### src/mrg_pkg.sv
// mrg_pkg: constants, codes and control/status types of the maze row generator.
// Used by the channel interfaces, the controller, the datapath and the top level.
package mrg_pkg;

	localparam int COLUMNS = 16;
	localparam int OP_W    = 2;
	localparam int EAST_W  = 15;
	localparam int SOUTH_W = 16;
	localparam int PICK_W  = 4;
	localparam int LAB_W   = $clog2(COLUMNS);
	localparam int CNT_W   = $clog2(COLUMNS + 1);
	localparam int MOD_W   = (PICK_W > CNT_W) ? PICK_W : CNT_W;

	localparam logic [OP_W-1:0] OP_FIRST  = 2'd0;
	localparam logic [OP_W-1:0] OP_MIDDLE = 2'd1;
	localparam logic [OP_W-1:0] OP_LAST   = 2'd2;

	typedef enum logic [2:0] {
		CMD_NONE,
		CMD_LOAD,
		CMD_FRESH,
		CMD_EAST,
		CMD_JOIN,
		CMD_SOUTH,
		CMD_MOD,
		CMD_FINISH
	} cmd_code_t;

	typedef struct packed {
		cmd_code_t        code;
		logic [CNT_W-1:0] col;
	} ctrl_cmd_t;

	typedef struct packed {
		logic first_row;
		logic last_row;
		logic merge;     // wall at col opens this cycle
		logic fallback;  // run ends at col with no opening
		logic mod_ge;    // remainder still >= run length
		logic out_free;
	} dp_status_t;

	// coin bits beyond the field read as zero
	function automatic logic [COLUMNS-2:0] widen_east(input logic [EAST_W-1:0] x);
		logic [COLUMNS-2:0] v;
		v = '0;
		for (int i = 0; i < COLUMNS - 1; i++) begin
			if (i < EAST_W) v[i] = x[i];
		end
		return v;
	endfunction

	function automatic logic [COLUMNS-1:0] widen_south(input logic [SOUTH_W-1:0] x);
		logic [COLUMNS-1:0] v;
		v = '0;
		for (int i = 0; i < COLUMNS; i++) begin
			if (i < SOUTH_W) v[i] = x[i];
		end
		return v;
	endfunction

	function automatic logic [EAST_W-1:0] narrow_east(input logic [COLUMNS-2:0] x);
		logic [EAST_W-1:0] v;
		v = '0;
		for (int i = 0; i < EAST_W; i++) begin
			if (i < COLUMNS - 1) v[i] = x[i];
		end
		return v;
	endfunction

	function automatic logic [SOUTH_W-1:0] narrow_south(input logic [COLUMNS-1:0] x);
		logic [SOUTH_W-1:0] v;
		v = '0;
		for (int i = 0; i < SOUTH_W; i++) begin
			if (i < COLUMNS) v[i] = x[i];
		end
		return v;
	endfunction

endpackage

### src/mrg_if.sv
// mrg_if: valid/ready channel interfaces for row requests and carved rows.
// Depends on mrg_pkg for the field widths.
interface mrg_in_if;
	logic                         valid;
	logic                         ready;
	logic [mrg_pkg::OP_W-1:0]     operation;
	logic [mrg_pkg::EAST_W-1:0]   east_coins;
	logic [mrg_pkg::SOUTH_W-1:0]  south_coins;
	logic [mrg_pkg::PICK_W-1:0]   fallback_pick;

	modport source(output valid, operation, east_coins, south_coins, fallback_pick,
		input ready);
	modport sink(input valid, operation, east_coins, south_coins, fallback_pick,
		output ready);
endinterface

interface mrg_out_if;
	logic                         valid;
	logic                         ready;
	logic [mrg_pkg::EAST_W-1:0]   east_open;
	logic [mrg_pkg::SOUTH_W-1:0]  south_open;

	modport source(output valid, east_open, south_open, input ready);
	modport sink(input valid, east_open, south_open, output ready);
endinterface

### src/mrg_ctrl.sv
// mrg_ctrl: sequencer of the row generator; walks the column passes.
// Depends on mrg_pkg; drives mrg_datapath through ctrl_cmd_t / dp_status_t.
module mrg_ctrl (
	input  logic                 clk,
	input  logic                 arst_n,
	input  logic                 in_valid,
	output logic                 in_ready,
	input  mrg_pkg::dp_status_t  status,
	output mrg_pkg::ctrl_cmd_t   cmd
);

	typedef enum logic [2:0] {
		S_IDLE,
		S_FRESH,
		S_EAST,
		S_JOIN,
		S_SOUTH,
		S_MOD,
		S_OUT
	} state_t;

	localparam logic [mrg_pkg::CNT_W-1:0] LAST_COL  = mrg_pkg::CNT_W'(mrg_pkg::COLUMNS - 1);
	localparam logic [mrg_pkg::CNT_W-1:0] LAST_WALL = mrg_pkg::CNT_W'(mrg_pkg::COLUMNS - 2);

	state_t                     state_q;
	logic [mrg_pkg::CNT_W-1:0]  col_q;
	logic [mrg_pkg::CNT_W-1:0]  east_next;

	assign east_next = col_q + (status.merge ? mrg_pkg::CNT_W'(2) : mrg_pkg::CNT_W'(1));
	assign in_ready  = (state_q == S_IDLE);

	always_comb begin
		cmd.col  = col_q;
		cmd.code = mrg_pkg::CMD_NONE;
		case (state_q)
			S_IDLE:  if (in_valid) cmd.code = mrg_pkg::CMD_LOAD;
			S_FRESH: cmd.code = mrg_pkg::CMD_FRESH;
			S_EAST:  cmd.code = mrg_pkg::CMD_EAST;
			S_JOIN:  cmd.code = mrg_pkg::CMD_JOIN;
			S_SOUTH: cmd.code = mrg_pkg::CMD_SOUTH;
			S_MOD:   cmd.code = mrg_pkg::CMD_MOD;
			S_OUT:   if (status.out_free) cmd.code = mrg_pkg::CMD_FINISH;
			default: cmd.code = mrg_pkg::CMD_NONE;
		endcase
	end

	always_ff @(posedge clk or negedge arst_n) begin
		if (!arst_n) begin
			state_q <= S_IDLE;
			col_q   <= '0;
		end else begin
			case (state_q)
				S_IDLE: begin
					if (in_valid) begin
						state_q <= S_FRESH;
						col_q   <= '0;
					end
				end
				S_FRESH: begin
					if (status.first_row || col_q == LAST_COL) begin
						state_q <= S_EAST;
						col_q   <= '0;
					end else begin
						col_q <= col_q + 1'b1;
					end
				end
				S_EAST: begin
					if (east_next > LAST_WALL) begin
						state_q <= status.last_row ? S_JOIN : S_SOUTH;
						col_q   <= '0;
					end else begin
						col_q <= east_next;
					end
				end
				S_JOIN: begin
					if (col_q == LAST_WALL) state_q <= S_OUT;
					else col_q <= col_q + 1'b1;
				end
				S_SOUTH: begin
					if (status.fallback) state_q <= S_MOD;
					else if (col_q == LAST_COL) state_q <= S_OUT;
					else col_q <= col_q + 1'b1;
				end
				S_MOD: begin
					if (!status.mod_ge) begin
						if (col_q == LAST_COL) begin
							state_q <= S_OUT;
						end else begin
							state_q <= S_SOUTH;
							col_q   <= col_q + 1'b1;
						end
					end
				end
				S_OUT: begin
					if (status.out_free) state_q <= S_IDLE;
				end
				default: state_q <= S_IDLE;
			endcase
		end
	end

endmodule

### src/mrg_datapath.sv
// mrg_datapath: column labels, previous-row openings, carving accumulators and
// the output register. Depends on mrg_pkg; sequenced by mrg_ctrl.
module mrg_datapath (
	input  logic                          clk,
	input  logic                          arst_n,
	input  mrg_pkg::ctrl_cmd_t            cmd,
	output mrg_pkg::dp_status_t           status,
	input  logic [mrg_pkg::OP_W-1:0]      operation,
	input  logic [mrg_pkg::EAST_W-1:0]    east_coins,
	input  logic [mrg_pkg::SOUTH_W-1:0]   south_coins,
	input  logic [mrg_pkg::PICK_W-1:0]    fallback_pick,
	output logic                          out_valid,
	input  logic                          out_ready,
	output logic [mrg_pkg::EAST_W-1:0]    east_open,
	output logic [mrg_pkg::SOUTH_W-1:0]   south_open
);

	localparam int N = mrg_pkg::COLUMNS;

	logic [mrg_pkg::LAB_W-1:0]  labels_q [N];
	logic [N-1:0]               open_below_q;
	logic [N-1:0]               used_q;
	logic [mrg_pkg::OP_W-1:0]   op_q;
	logic [N-2:0]               east_c_q;
	logic [N-1:0]               south_c_q;
	logic [mrg_pkg::PICK_W-1:0] pick_q;
	logic [N-2:0]               east_q;
	logic [N-1:0]               south_q;
	logic [mrg_pkg::CNT_W-1:0]  start_q;
	logic                       any_q;
	logic [mrg_pkg::MOD_W-1:0]  rem_q;
	logic [mrg_pkg::CNT_W-1:0]  len_q;
	logic                       out_valid_q;

	logic [mrg_pkg::LAB_W-1:0]  idx;
	logic [mrg_pkg::LAB_W-1:0]  idx_nx;
	logic                       at_last;
	logic                       differ;
	logic                       run_end;
	logic                       run_any;
	logic [N-1:0]               used_init;
	logic [mrg_pkg::LAB_W-1:0]  fresh;
	logic [mrg_pkg::LAB_W-1:0]  fb_idx;
	logic [mrg_pkg::CNT_W-1:0]  run_len;

	assign idx     = cmd.col[mrg_pkg::LAB_W-1:0];
	assign at_last = (cmd.col == mrg_pkg::CNT_W'(N - 1));
	assign idx_nx  = at_last ? idx : idx + 1'b1;
	assign differ  = (labels_q[idx] != labels_q[idx_nx]);
	assign run_end = at_last || differ;
	assign run_any = any_q || south_c_q[idx];
	assign run_len = cmd.col - start_q + 1'b1;
	assign fb_idx  = mrg_pkg::LAB_W'(start_q + mrg_pkg::CNT_W'(rem_q));

	// labels still carried down from the previous row
	always_comb begin
		used_init = '0;
		for (int k = 0; k < N; k++) begin
			if (open_below_q[k]) used_init[labels_q[k]] = 1'b1;
		end
	end

	// smallest unused label, the top label when all lower ones are taken
	always_comb begin
		fresh = mrg_pkg::LAB_W'(N - 1);
		for (int k = N - 2; k >= 0; k--) begin
			if (!used_q[k]) fresh = mrg_pkg::LAB_W'(k);
		end
	end

	always_comb begin
		status.first_row = (op_q == mrg_pkg::OP_FIRST);
		status.last_row  = (op_q == mrg_pkg::OP_LAST);
		status.merge     = differ && !at_last &&
			((cmd.code == mrg_pkg::CMD_JOIN) || east_c_q[idx]);
		status.fallback  = run_end && !run_any;
		status.mod_ge    = (mrg_pkg::MOD_W'(rem_q) >= mrg_pkg::MOD_W'(len_q));
		status.out_free  = !out_valid_q || out_ready;
	end

	always_ff @(posedge clk or negedge arst_n) begin
		if (!arst_n) begin
			for (int k = 0; k < N; k++) labels_q[k] <= mrg_pkg::LAB_W'(k);
			open_below_q <= '0;
			op_q         <= mrg_pkg::OP_FIRST;
			out_valid_q  <= 1'b0;
		end else begin
			if (out_valid_q && out_ready) out_valid_q <= 1'b0;
			case (cmd.code)
				mrg_pkg::CMD_LOAD: begin
					op_q      <= operation;
					east_c_q  <= mrg_pkg::widen_east(east_coins);
					south_c_q <= mrg_pkg::widen_south(south_coins);
					pick_q    <= fallback_pick;
					east_q    <= '0;
					south_q   <= '0;
					start_q   <= '0;
					any_q     <= 1'b0;
					used_q    <= used_init;
					if (operation == mrg_pkg::OP_FIRST) begin
						for (int k = 0; k < N; k++) labels_q[k] <= mrg_pkg::LAB_W'(k);
					end
				end
				mrg_pkg::CMD_FRESH: begin
					if (op_q != mrg_pkg::OP_FIRST && !open_below_q[idx]) begin
						labels_q[idx]  <= fresh;
						used_q[fresh]  <= 1'b1;
					end
				end
				mrg_pkg::CMD_EAST, mrg_pkg::CMD_JOIN: begin
					if (status.merge) begin
						east_q[idx] <= 1'b1;
						for (int k = 0; k < N; k++) begin
							if (labels_q[k] == labels_q[idx_nx]) labels_q[k] <= labels_q[idx];
						end
					end
				end
				mrg_pkg::CMD_SOUTH: begin
					if (south_c_q[idx]) south_q[idx] <= 1'b1;
					if (!run_end) begin
						any_q <= run_any;
					end else if (run_any) begin
						start_q <= cmd.col + 1'b1;
						any_q   <= 1'b0;
					end else begin
						rem_q <= mrg_pkg::MOD_W'(pick_q);
						len_q <= run_len;
					end
				end
				mrg_pkg::CMD_MOD: begin
					// remainder by repeated subtraction, one step a cycle
					if (status.mod_ge) begin
						rem_q <= rem_q - mrg_pkg::MOD_W'(len_q);
					end else begin
						south_q[fb_idx] <= 1'b1;
						start_q         <= cmd.col + 1'b1;
						any_q           <= 1'b0;
					end
				end
				mrg_pkg::CMD_FINISH: begin
					open_below_q <= south_q;
					east_open    <= mrg_pkg::narrow_east(east_q);
					south_open   <= mrg_pkg::narrow_south(south_q);
					out_valid_q  <= 1'b1;
				end
				default: ;
			endcase
		end
	end

	assign out_valid = out_valid_q;

endmodule

### src/maze_row_generator_core.sv
// maze_row_generator_core: top level of the Eller maze row generator.
// Depends on mrg_pkg, mrg_if, mrg_ctrl and mrg_datapath.
//
// One row request in, one carved row out. A row passes through a load step,
// label assignment column by column (cut short for a first row), east
// carving wall by wall (a merge skips the next wall), then either joining
// wall by wall (last row) or south carving column by column with a pick
// mod run length subtraction loop for every run that needs a forced
// opening, and a final step that hands the row to the output register,
// which waits until that register is free. Each pass walks one column or
// wall per cycle, the south pass pausing for each subtraction loop; a merge
// relabels the whole set in its cycle. A new request is taken as soon as the
// previous row sits in the output register.
module maze_row_generator_core (
	input  logic       clk,
	input  logic       arst_n,
	mrg_in_if.sink     row_in,
	mrg_out_if.source  row_out
);

	mrg_pkg::ctrl_cmd_t  cmd;
	mrg_pkg::dp_status_t status;

	mrg_ctrl u_ctrl (
		.clk      (clk),
		.arst_n   (arst_n),
		.in_valid (row_in.valid),
		.in_ready (row_in.ready),
		.status   (status),
		.cmd      (cmd)
	);

	mrg_datapath u_datapath (
		.clk           (clk),
		.arst_n        (arst_n),
		.cmd           (cmd),
		.status        (status),
		.operation     (row_in.operation),
		.east_coins    (row_in.east_coins),
		.south_coins   (row_in.south_coins),
		.fallback_pick (row_in.fallback_pick),
		.out_valid     (row_out.valid),
		.out_ready     (row_out.ready),
		.east_open     (row_out.east_open),
		.south_open    (row_out.south_open)
	);

endmodule
### src/flat_wrapper.sv
// flat-port wrapper written by rule: the top's interface ports become plain ports
module maze_row_generator_core_flat 
  (clk, arst_n, row_in_valid, row_in_operation, row_in_east_coins, row_in_south_coins, row_in_fallback_pick, row_in_ready, row_out_valid, row_out_east_open, row_out_south_open, row_out_ready);
  mrg_in_if row_in_i ();
  mrg_out_if row_out_i ();
  input  logic clk;
  input  logic arst_n;
  input wire logic [$bits(row_in_i.valid)-1:0] row_in_valid;
  input wire logic [$bits(row_in_i.operation)-1:0] row_in_operation;
  input wire logic [$bits(row_in_i.east_coins)-1:0] row_in_east_coins;
  input wire logic [$bits(row_in_i.south_coins)-1:0] row_in_south_coins;
  input wire logic [$bits(row_in_i.fallback_pick)-1:0] row_in_fallback_pick;
  output wire logic [$bits(row_in_i.ready)-1:0] row_in_ready;
  output wire logic [$bits(row_out_i.valid)-1:0] row_out_valid;
  output wire logic [$bits(row_out_i.east_open)-1:0] row_out_east_open;
  output wire logic [$bits(row_out_i.south_open)-1:0] row_out_south_open;
  input wire logic [$bits(row_out_i.ready)-1:0] row_out_ready;
  assign row_in_i.valid = row_in_valid;
  assign row_in_i.operation = row_in_operation;
  assign row_in_i.east_coins = row_in_east_coins;
  assign row_in_i.south_coins = row_in_south_coins;
  assign row_in_i.fallback_pick = row_in_fallback_pick;
  assign row_in_ready = row_in_i.ready;
  assign row_out_valid = row_out_i.valid;
  assign row_out_east_open = row_out_i.east_open;
  assign row_out_south_open = row_out_i.south_open;
  assign row_out_i.ready = row_out_ready;
  maze_row_generator_core u_core (.clk(clk), .arst_n(arst_n), .row_in(row_in_i), .row_out(row_out_i));
endmodule
### config.mk
export PLATFORM = sky130hd
export DESIGN_NAME = maze_row_generator_core_flat
export DESIGN_NICKNAME = d
export VERILOG_FILES = /design/src/mrg_pkg.sv /design/src/mrg_if.sv /design/src/mrg_ctrl.sv /design/src/mrg_datapath.sv /design/src/maze_row_generator_core.sv /design/src/flat_wrapper.sv
export SDC_FILE = /design/constraint.sdc
export NUM_CORES = 1
export LEC_CHECK = 0
export BUFFER_PORTS_ARGS = -buffer_cell sky130_fd_sc_hd__buf_2
export CORE_MARGIN = 1
export CORE_UTILIZATION = 30
export DETAILED_ROUTE_END_ITERATION = 8
export PLACE_DENSITY = 0.53
export SYNTH_ARGS = -nofsm -noshare
export SYNTH_HDL_FRONTEND = slang
export SYNTH_SLANG_ARGS = --single-unit
export TNS_END_PERCENT = 20
### constraint.sdc
create_clock -name clk -period 7.1 [get_ports clk]
set_input_delay 0.355 -clock clk [delete_from_list [all_inputs] [get_ports clk]]
set_output_delay 0.355 -clock clk [all_outputs]
set_load 0.01 [all_outputs]
### After elaboration in Yosys (flattened, before gate mapping)

Cells that the tools add are included.

* register bits after elaboration: 220
* latch bits: 0
* RAM bits: 0
* bits in read-only memories: 0
* input port bits: 41
* output and inout bits: 33
* memories kept: 0

* add/subtract/negate cells: 7
* multiply operators: 0
* divide/modulo/power cells: 0
* order comparisons: 43
* equality and inequality tests: 68
* shifts and indexed selects: 0
* muxes and demuxes: 149
* bitwise gates (word level): 22
* reductions and logical operators: 73

Operators with widths (count)
* 16-bit 2-to-1 mux: 19
* 16-bit bitwise OR: 18
* 64-bit 2-to-1 mux: 3
* 64-bit one-hot mux with 3 select lines: 1
* 4-bit 2-to-1 mux: 36
* 4-bit by 5-bit < comparator with 1-bit output (second input constant): 19
* 5-bit AND reduction: 19
* 1-bit demux with 4-bit select: 19
* 4-bit by 1-bit >= comparator with 1-bit output (second input constant): 19
* 5-bit 2-to-1 mux: 13
* 64-bit bitwise mux: 1
* 4-bit == test: 16
* 2-bit inequality test (second input constant): 30
* 16-bit one-hot mux with 3 select lines: 1
* 3-bit one-hot mux with 7 select lines: 2
* 4-bit binary-select mux with 4-bit select: 2
* 16-bit one-hot mux with 2 select lines: 1
* 3-bit 2-to-1 mux: 10
* 15-bit one-hot mux with 2 select lines: 1
* 5-bit one-hot mux with 6 select lines: 1
* 1-bit 2-to-1 mux: 29
* 1-bit logical AND: 25
* 3-bit == test (second input constant): 7
* 4-bit demux with 4-bit select: 1
* other kinds (38): 69

### Logic depth before layout (Yosys ltp)

Gate-level depths: netlist of run 1.

* depth after elaboration: 36
* gate-level depth with buffers: 29
* gate-level depth less buffers: 22

### By module

Synthesis of run 1 repeated with hierarchy kept, for this count alone.

* cell total of the unflattened synthesis: 1584
* area, all modules: 15483.6 µm²

Modules (own cells, without submodules)
* mrg_datapath: instances 1, cells each 1471, area each 14554.0 µm², seq. area each 5960.7 µm²
* mrg_ctrl: instances 1, cells each 113, area each 929.6 µm², seq. area each 200.2 µm²

### Least setup slack after synthesis of run 1

OpenSTA, ideal clock, no wires.

* kind: reg2reg
* from: register u_core.u_ctrl.col_q[1] in the netlist's numbering
* to: register u_core.u_ctrl.col_q[2] in the netlist's numbering
* data arrival time: 5.292 ns
* data required time: 6.974 ns
* setup slack: 1.682 ns
* cell stages (with the launch flop): 25
* path buffers: 5
* period minus slack after synthesis: 5.418 ns
* path through: dfrtp_1 buf_4 buf_6 buf_2 inv_1 ha_1 buf_4 mux4_2 nand2_1 nand2_1 a2111oi_4 xnor2_1 nor2_4 buf_4 nand2_1 nand2_1 ha_1 fa_1 xor2_1 nand3_1 o2111ai_1 inv_1 a22oi_1 nor3_1 o32a_1

* longest elaborated chain between the ends: 14
* elaborated cells on any way between the ends: 40
* classes of those cells: add/sub (3); order compare (1); eq/ne (5); mux (19); bitwise (2); reduce/logical (10)

RTL lines
* from (decl): RTL line mrg_ctrl.sv:26 `logic [mrg_pkg::CNT_W-1:0] col_q;`
* from (signal assigned): RTL line mrg_ctrl.sv:64 `col_q <= col_q + 1'b1;`
* from (signal assigned): RTL line mrg_ctrl.sv:72 `col_q <= east_next;`
* from (signal assigned): RTL line mrg_ctrl.sv:77 `else col_q <= col_q + 1'b1;`
* 4-bit by 1-bit adder with 4-bit output or 5-bit by 4-bit == test with 1-bit output (tied branches)
* 4-bit 2-to-1 mux: RTL line mrg_datapath.sv:48 `assign idx_nx = at_last ? idx : idx + 1'b1;`
* 4-bit inverter with 5-bit output (implied by the code): RTL line mrg_datapath.sv:49 `assign differ = (labels_q[idx] != labels_q[idx_nx]);`
* 4-bit binary-select mux with 4-bit select: RTL line mrg_datapath.sv:49
* 4-bit 2-to-1 mux (implied by the code) (2 in series): RTL line mrg_datapath.sv:49
* 4-bit inequality test: RTL line mrg_datapath.sv:49
* 1-bit logical AND (2 in series): RTL line mrg_datapath.sv:74 `status.merge = differ && !at_last &&`
* 2-bit 2-to-1 mux: RTL line mrg_ctrl.sv:29 `assign east_next = col_q + (status.merge ? mrg_pkg::CNT_W'(2) : mrg_pkg::CNT_W'(1));`
* 5-bit adder: RTL line mrg_ctrl.sv:29
* 5-bit by 4-bit greater-than comparator with 1-bit output: RTL line mrg_ctrl.sv:68 `if (east_next > LAST_WALL) begin`
* 5-bit 2-to-1 mux: RTL line mrg_ctrl.sv:68
* 5-bit one-hot mux with 6 select lines: RTL line mrg_ctrl.sv:52 `case (state_q)`

Parallel ways exist; a longest one is shown, timed or not. The select of a mux whose other input is x is not followed.
A chain may end at the register's enable or synchronous reset.

### Final worst setup path of run 1

Same ends and word-level chain as after synthesis.

==> results of run 1 <==
==> worst paths after layout <==
| kind | from | end | slack [ns] |
|---|---|---|---|
| hold / removal | row_in_operation[0] | u_core.u_datapath.op_q[0]$_DFFE_PN0N_ | 0.06 |
| hold reg to reg | u_core.u_datapath.east_q[3]$_SDFFCE_PN0P_ | u_core.u_datapath.east_open[3]$_DFFE_PP_ | 0.45 |
| setup / recovery | u_core.u_ctrl.col_q[1]$_DFFE_PN0P_ | u_core.u_ctrl.col_q[2]$_DFFE_PN0P_ | 0.87 |
| min in group asynchronous | arst_n | u_core.u_datapath.labels_q[57]$_DFFE_PN0P_ | 0.38 |
| setup reg to reg | u_core.u_ctrl.col_q[1]$_DFFE_PN0P_ | u_core.u_ctrl.col_q[2]$_DFFE_PN0P_ | 0.87 |
| max in group asynchronous | arst_n | u_core.u_ctrl.col_q[0]$_DFFE_PN0P_ | 5.42 |
==> worst max-delay path: cells and delay by family (launching register included) <==
kind	cells	cell delay (ns)
fa+ha+maj	2	1.39
compound gates	5	1.23
mux	2	0.54
xor+xnor	2	0.35
simple gates	5	1.18
buf+inv	4	0.87
flops	1	0.53
==> layout make-up <==
type / count / area, µm² / area share
repair buffers: 138 / 946 / 0.0546
clock buffers: 36 / 719 / 0.0415
clock inverters: 13 / 110 / 0.00635
multi-input cells: 1188 / 8410 / 0.485
inverters: 41 / 154 / 0.00888
flip-flops and latches: 219 / 6160 / 0.355
well taps: 672 / 841 / 0.0485
==> report_power, final <==
group / internal, mW / switching, mW
Combinational: 2.08 / 3.69
Sequential: 1.92 / 1.00
Clock: 0.753 / 0.592
Total: 4.75 / 5.28
==> kinds of logic (layout without fill, tap and decap cells) <==
logic type,count (synthesis),count (layout),synth area share
xor+xnor,84,84,0.0481
fa+ha+maj,26,26,0.0232
flops,219,219,0.402
simple gates,548,548,0.175
compound gates,434,434,0.212
buf+inv,175,228,0.0493
mux,96,96,0.0897
==> stage by stage <==
| stage | hold slack [ns] | std cells | util | instance area (µm²) |
|---|---|---|---|---|
| 2_1_floorplan | 0.0594 | 1582 | - | 15300 |
| 3_3_place_gp | 0.434 | 2221 | 0.321 | 16100 |
| 3_5_place_dp | 0.434 | 2222 | 0.321 | 16100 |
| 4_1_cts | 0.0305 | 2307 | 0.345 | 17300 |
| 5_1_grt | 0.0599 | 2307 | 0.345 | 17300 |
| 6_report | 0.0558 | 2307 | 0.345 | 17300 |
==> placed cells by master (no fill, tap or decap), types with 28 or more instances in the layout <==
cell type	instances
xnor2_1	34
nor2_1	146
o21ai_0	91
mux4_2	28
dfstp_2	32
inv_1	38
nor3_1	40
dfrtp_1	57
buf_2	72
a21oi_1	53
nand3_1	51
nand4_1	29
edfxtp_1	128
xor2_1	50
a22oi_1	30
dlygate4sd3_1	36
buf_4	30
nand2_1	140
mux2_2	44
nor2b_1	29
nand2b_1	33
a32o_1	65
==> layer usage <==
layer	routed length (µm)	GRT usage	share of wire	up-vias
met5	8	0	0.00012	-
met1	29300	0.354	0.43	7060
met3	5690	0.0429	0.084	210
met4	3990	0.130	0.059	2
li1	-	-	-	6103
met2	29100	0.386	0.43	828
==> state kept, by name, summed over array words and instances (netlist names), 3 cells and up <==
name	cells
u_core.u_datapath.labels_q	64
u_core.u_datapath.open_below_q	16
u_core.u_datapath.south_c_q	16
u_core.u_datapath.south_open	16
u_core.u_datapath.south_q	16
u_core.u_datapath.east_c_q	15
u_core.u_datapath.east_open	15
u_core.u_datapath.east_q	15
u_core.u_datapath.used_q	15
u_core.u_ctrl.col_q	5
u_core.u_datapath.len_q	5
u_core.u_datapath.rem_q	5
u_core.u_datapath.start_q	5
u_core.u_datapath.pick_q	4
u_core.u_ctrl.state_q	3
==> reports/qor.yml, run 1 <==
clock_tree:
  postCtsHoldBufs: 36
  cts_tree: "built"
  clk_latency_ns: 0.58
  cts_root_buf: "clkbuf_16"
  cts_buffers: 27
  cts_setup_buffers: 0
  cts-resized-gates: 0
  clkTransAtPathRegs_ns: 0.06
  clk_path_buf_depth: 3
  clock-sinks: 219
  h-tree-depth: 1
sta:
  slew_violations: 0
  worstMarginPinSlew_ns: 1.40
  finClkSkew_ns: 0.0379
  fin_crit_sh: 0.878
  setup_viol: 0
  period_needed_ns: 6.23
  relSlewSlack: 0.0656
  finalHoldViolCount: 0
  grt_setup_unrepaired: "false"
  fmax_mhz: 160
  fin_ws_ns: 0.868
  fin_setup_tns_ns: 0
synth:
  synth.most_common_cell: "nor2_1"
  postSynthAreaPerCell_um2: 9.68
  synthTopCellsByArea: "edfxtp_1 25%, dfrtp_1 9.6%, dfstp_2 5.5%, a32o_1 4.3%, mux4_2 4.1%"
  synth_top_cell_by_area: "edfxtp_1"
  syn_area_mm2: 0.0153
  ys_seq_elements: 219
  netlist_instances: 1582
  synth_cell_type_count: 75
  synth_commonest_cells: "147 x nor2_1, 140 x nand2_1, 128 x edfxtp_1"
  synth_edf_count: 128
  synth-seq-area-share: 0.402
  yosys.area.top_type_share: 0.251
  ys.flop_type: "edfxtp_1"
  syn_nets: 1649
  async_reset_ff_frac: 0.416
  ys_warn_count: 0
setup_path:
  crit_path_max_fanout: 19
  rr_worst_depth: 20
  critPathArrivalTime_ns: 6.66
  path_common_cell: "inv_1"
  critPathLaunchType: "register"
  end_kind: "register"
  critPathMaxStageDelay_ns: 0.93
  cp.required_ns: 7.53
  crit_type: "reg2reg"
  critPathSlowestCell: "ha_1"
  crit_chain: "inv_1 > ha_1 > buf_4 > mux4_2 > mux2i_1 > a21oi_1 > a2111oi_4 > xnor2_1 > nor2_4 > nand2_1 > nand2_1 > inv_1 > fa_1 > xor2_1 > nand3_1 > o2111ai_1 > inv_1 > a22oi_1 > nor3_1 > o32a_1"
floorplanning:
  row_count: 82
  initial_core_util: 0.304
  coreArea_mm2: 0.0503
  chipHeight_um: 228
  io_pins: 74
  fp.dieW_um: 228
  die-area_mm2: 0.0519
layout:
  final.fill_count: 5162
  drive_gt1_frac: 0.168
  nNetsFinal: 1682
  diodes: 0
  syn2layout_area_growth_pct: 13.3
detailed_routing:
  drt-wirelength-per-cell_um: 29.5
  drtIter0Drc: 1533
  firstDrtPassIters: 6
  drtAntennaViolNets: 0
  dr_total_vias: 14200
  wirelength_um: 68000
  vias_per_cell: 6.16
  route.detailed.drc: 0
placed_design:
  io_buffers: 73
  place.gp.congestion: 1.01
  pre_cts_ws_ns: 1.00
  dp_hpwl_um: 49500
global_route:
  grt_start_max_net_pins: 81
  antenna_found_initial: 1
  grt.total_usage: 0.257
  grt.overflow.total: 0
  grt_pass1_vias: 13800
  grt_pass1_wl_um: 98400
outcome:
  status: "finished clean"
power:
  peakVddDrop_mv: 0.277
  power_mw: 10.0
  cellLeakagePower_nw: 6.22
  powerDensity_mw_per_mm2: 578
min_path:
  min_path_cells: 3
  hp-class: "in2reg"
run:
  max-cap-violations: 0
No activity file was read; power rests on OpenSTA's default activity.
==> run 2: changes to the inputs <==
--- a/config.mk
+++ b/config.mk
@@ -8,8 +8,10 @@
 export BUFFER_PORTS_ARGS = -buffer_cell sky130_fd_sc_hd__buf_2
 export CORE_MARGIN = 1
 export CORE_UTILIZATION = 30
+export CTS_CLUSTER_SIZE = 25
 export DETAILED_ROUTE_END_ITERATION = 8
 export PLACE_DENSITY = 0.53
+export REMOVE_ABC_BUFFERS = 1
 export SYNTH_ARGS = -nofsm -noshare
 export SYNTH_HDL_FRONTEND = slang
 export SYNTH_SLANG_ARGS = --single-unit
==> run 2 against run 1 <==
Effect of this change: sequential share of layout area shrank 0.31 points; hold slack got worse by 0.013 ns; register-to-register slack better by 0.20 ns; power up 1.9%; sequential power about the same; global-route usage down 0.16 points; die area is the same; first-iteration DRC count grew 10%; routed wire length is 0.50% lower; clock power increased by 10%; sequential cell count did not move; largest power group unchanged.
==> reports/qor.yml, run 2 (synthesis gave the netlist of run 1 again) <==
global_route:
  grt_pass1_vias: 14000
  grt_pass1_wl_um: 98500
  antenna_found_initial: 2
  grt.overflow.total: 0
  grt_start_max_net_pins: 51
  grt.total_usage: 0.255
power:
  cellLeakagePower_nw: 6.29
  powerDensity_mw_per_mm2: 584
  power_mw: 10.2
  peakVddDrop_mv: 0.446
floorplanning:
  chipHeight_um: 228
  coreArea_mm2: 0.0503
  die-area_mm2: 0.0519
  initial_core_util: 0.304
  fp.dieW_um: 228
  row_count: 82
  io_pins: 74
setup_path:
  crit_path_max_fanout: 19
  cp.required_ns: 7.53
  critPathArrivalTime_ns: 6.46
  critPathLaunchType: "register"
  crit_type: "reg2reg"
  end_kind: "register"
  path_common_cell: "inv_1"
  crit_chain: "inv_1 > ha_1 > buf_4 > mux4_2 > mux2i_1 > a21oi_1 > a2111oi_4 > xnor2_1 > nor2_4 > nand2_1 > nand2_1 > inv_1 > fa_1 > xor2_1 > nand3_1 > o2111ai_1 > inv_1 > a22oi_1 > nor3_1 > o32a_1"
  critPathSlowestCell: "ha_1"
  critPathMaxStageDelay_ns: 0.79
layout:
  design_area_mm2: 0.0175
  syn2layout_area_growth_pct: 14.3
  top_register: "u_core.u_datapath.labels_q"
  layout_common_cells: "146 x nor2_1, 140 x nand2_1, 128 x edfxtp_1, 91 x o21ai_0, 72 x buf_2"
  final_common_cell: "nor2_1"
  largest_reg_flops: 64
  nNetsFinal: 1687
  drive_gt1_frac: 0.173
clock_tree:
  clk_path_buf_depth: 3
  clock-sinks: 219
  cts_buffers: 26
  h-tree-depth: 1
  clk_latency_ns: 0.58
  cts_root_buf: "clkbuf_16"
  cts_setup_buffers: 0
  cts_tree: "built"
  clkTransAtPathRegs_ns: 0.06
detailed_routing:
  drtAntennaViolNets: 0
  drtIter0Drc: 1688
  wirelength_um: 67700
  dr_total_vias: 14300
  route.detailed.drc: 0
  drt-wirelength-per-cell_um: 29.3
  vias_per_cell: 6.17
  firstDrtPassIters: 6
placed_design:
  dp_hpwl_um: 48800
  place.gp.congestion: 1.06
  post_dp_cell_area_mm2: 0.0162
  io_buffers: 73
  pre_cts_ws_ns: 1.12
sta:
  relSlewSlack: 0.156
  setup_viol: 0
  finClkSkew_ns: 0.0343
  fin_ws_ns: 1.07
  grt_setup_unrepaired: "false"
  holdWs_ns: 0.0430
  fmax_mhz: 166
  worstMarginPinSlew_ns: 1.27
  finalHoldViolCount: 0
  fin_setup_tns_ns: 0
  period_needed_ns: 6.03
  fin_crit_sh: 0.849
  slew_violations: 0
run:
  max-cap-violations: 0
outcome:
  status: "finished clean"
min_path:
  hp-class: "in2reg"
-- run 2: critical path: cells and delay by family (launching register included) --
family	cells	cell delay (ns)
compound gates	5	1.14
simple gates	5	1.20
flops	1	0.58
mux	2	0.50
fa+ha+maj	2	1.26
buf+inv	4	0.87
xor+xnor	2	0.34
-- run 2: what timing repair did --
item	CTS	global route
hold buffers	36	0
gates resized for setup	0	0
hold endpoints to repair	50	0
-- run 2: area by class of cell --
type	count	area, µm²
Multi-Input combinational cell	1188	8410
Clock inverter	17	233
Fill cell	5165	32800
Sequential cell	219	6160
Tap cell	672	841
Clock buffer	31	701
Antenna cell	1	2.50
Timing Repair Buffer	144	991
Inverter	41	154
-- run 2: metrics by stage --
stage / cells / util
3_3_place_gp: 2228 / 0.322
6_report: 2313 / 0.348
3_5_place_dp: 2228 / 0.322
2_1_floorplan: 1448 / -
5_1_grt: 2312 / 0.348
4_1_cts: 2312 / 0.348
-- run 2: worst paths after layout --
kind	startpoint	endpoint	slack (ns)	cells after the start
min in group asynchronous	arst_n	u_core.u_datapath.labels_q[22]$_DFFE_PN0P_	0.28	2
max reg2reg	u_core.u_ctrl.col_q[1]$_DFFE_PN0P_	u_core.u_ctrl.col_q[2]$_DFFE_PN0P_	1.07	20
max	u_core.u_ctrl.col_q[1]$_DFFE_PN0P_	u_core.u_ctrl.col_q[2]$_DFFE_PN0P_	1.07	20
min reg2reg	u_core.u_datapath.east_q[13]$_SDFFCE_PN0P_	u_core.u_datapath.east_open[13]$_DFFE_PP_	0.44	0
min	row_in_operation[0]	u_core.u_datapath.op_q[0]$_DFFE_PN0N_	0.04	3
max in group asynchronous	arst_n	u_core.u_datapath.labels_q[5]$_DFFE_PN1P_	5.91	3
-- run 2: layer usage --
layer	vias up	routed length, µm	GRT usage
met1	7157	29200	0.355
met2	823	29500	0.382
met5	-	13	0
met3	181	6040	0.0499
li1	6099	-	-
met4	2	2950	0.111
-- run 2: power breakdown --
group	switching, mW	internal (mW)
logic	3.74	2.10
clock network	0.590	0.891
registers	0.985	1.92
total	5.31	4.90
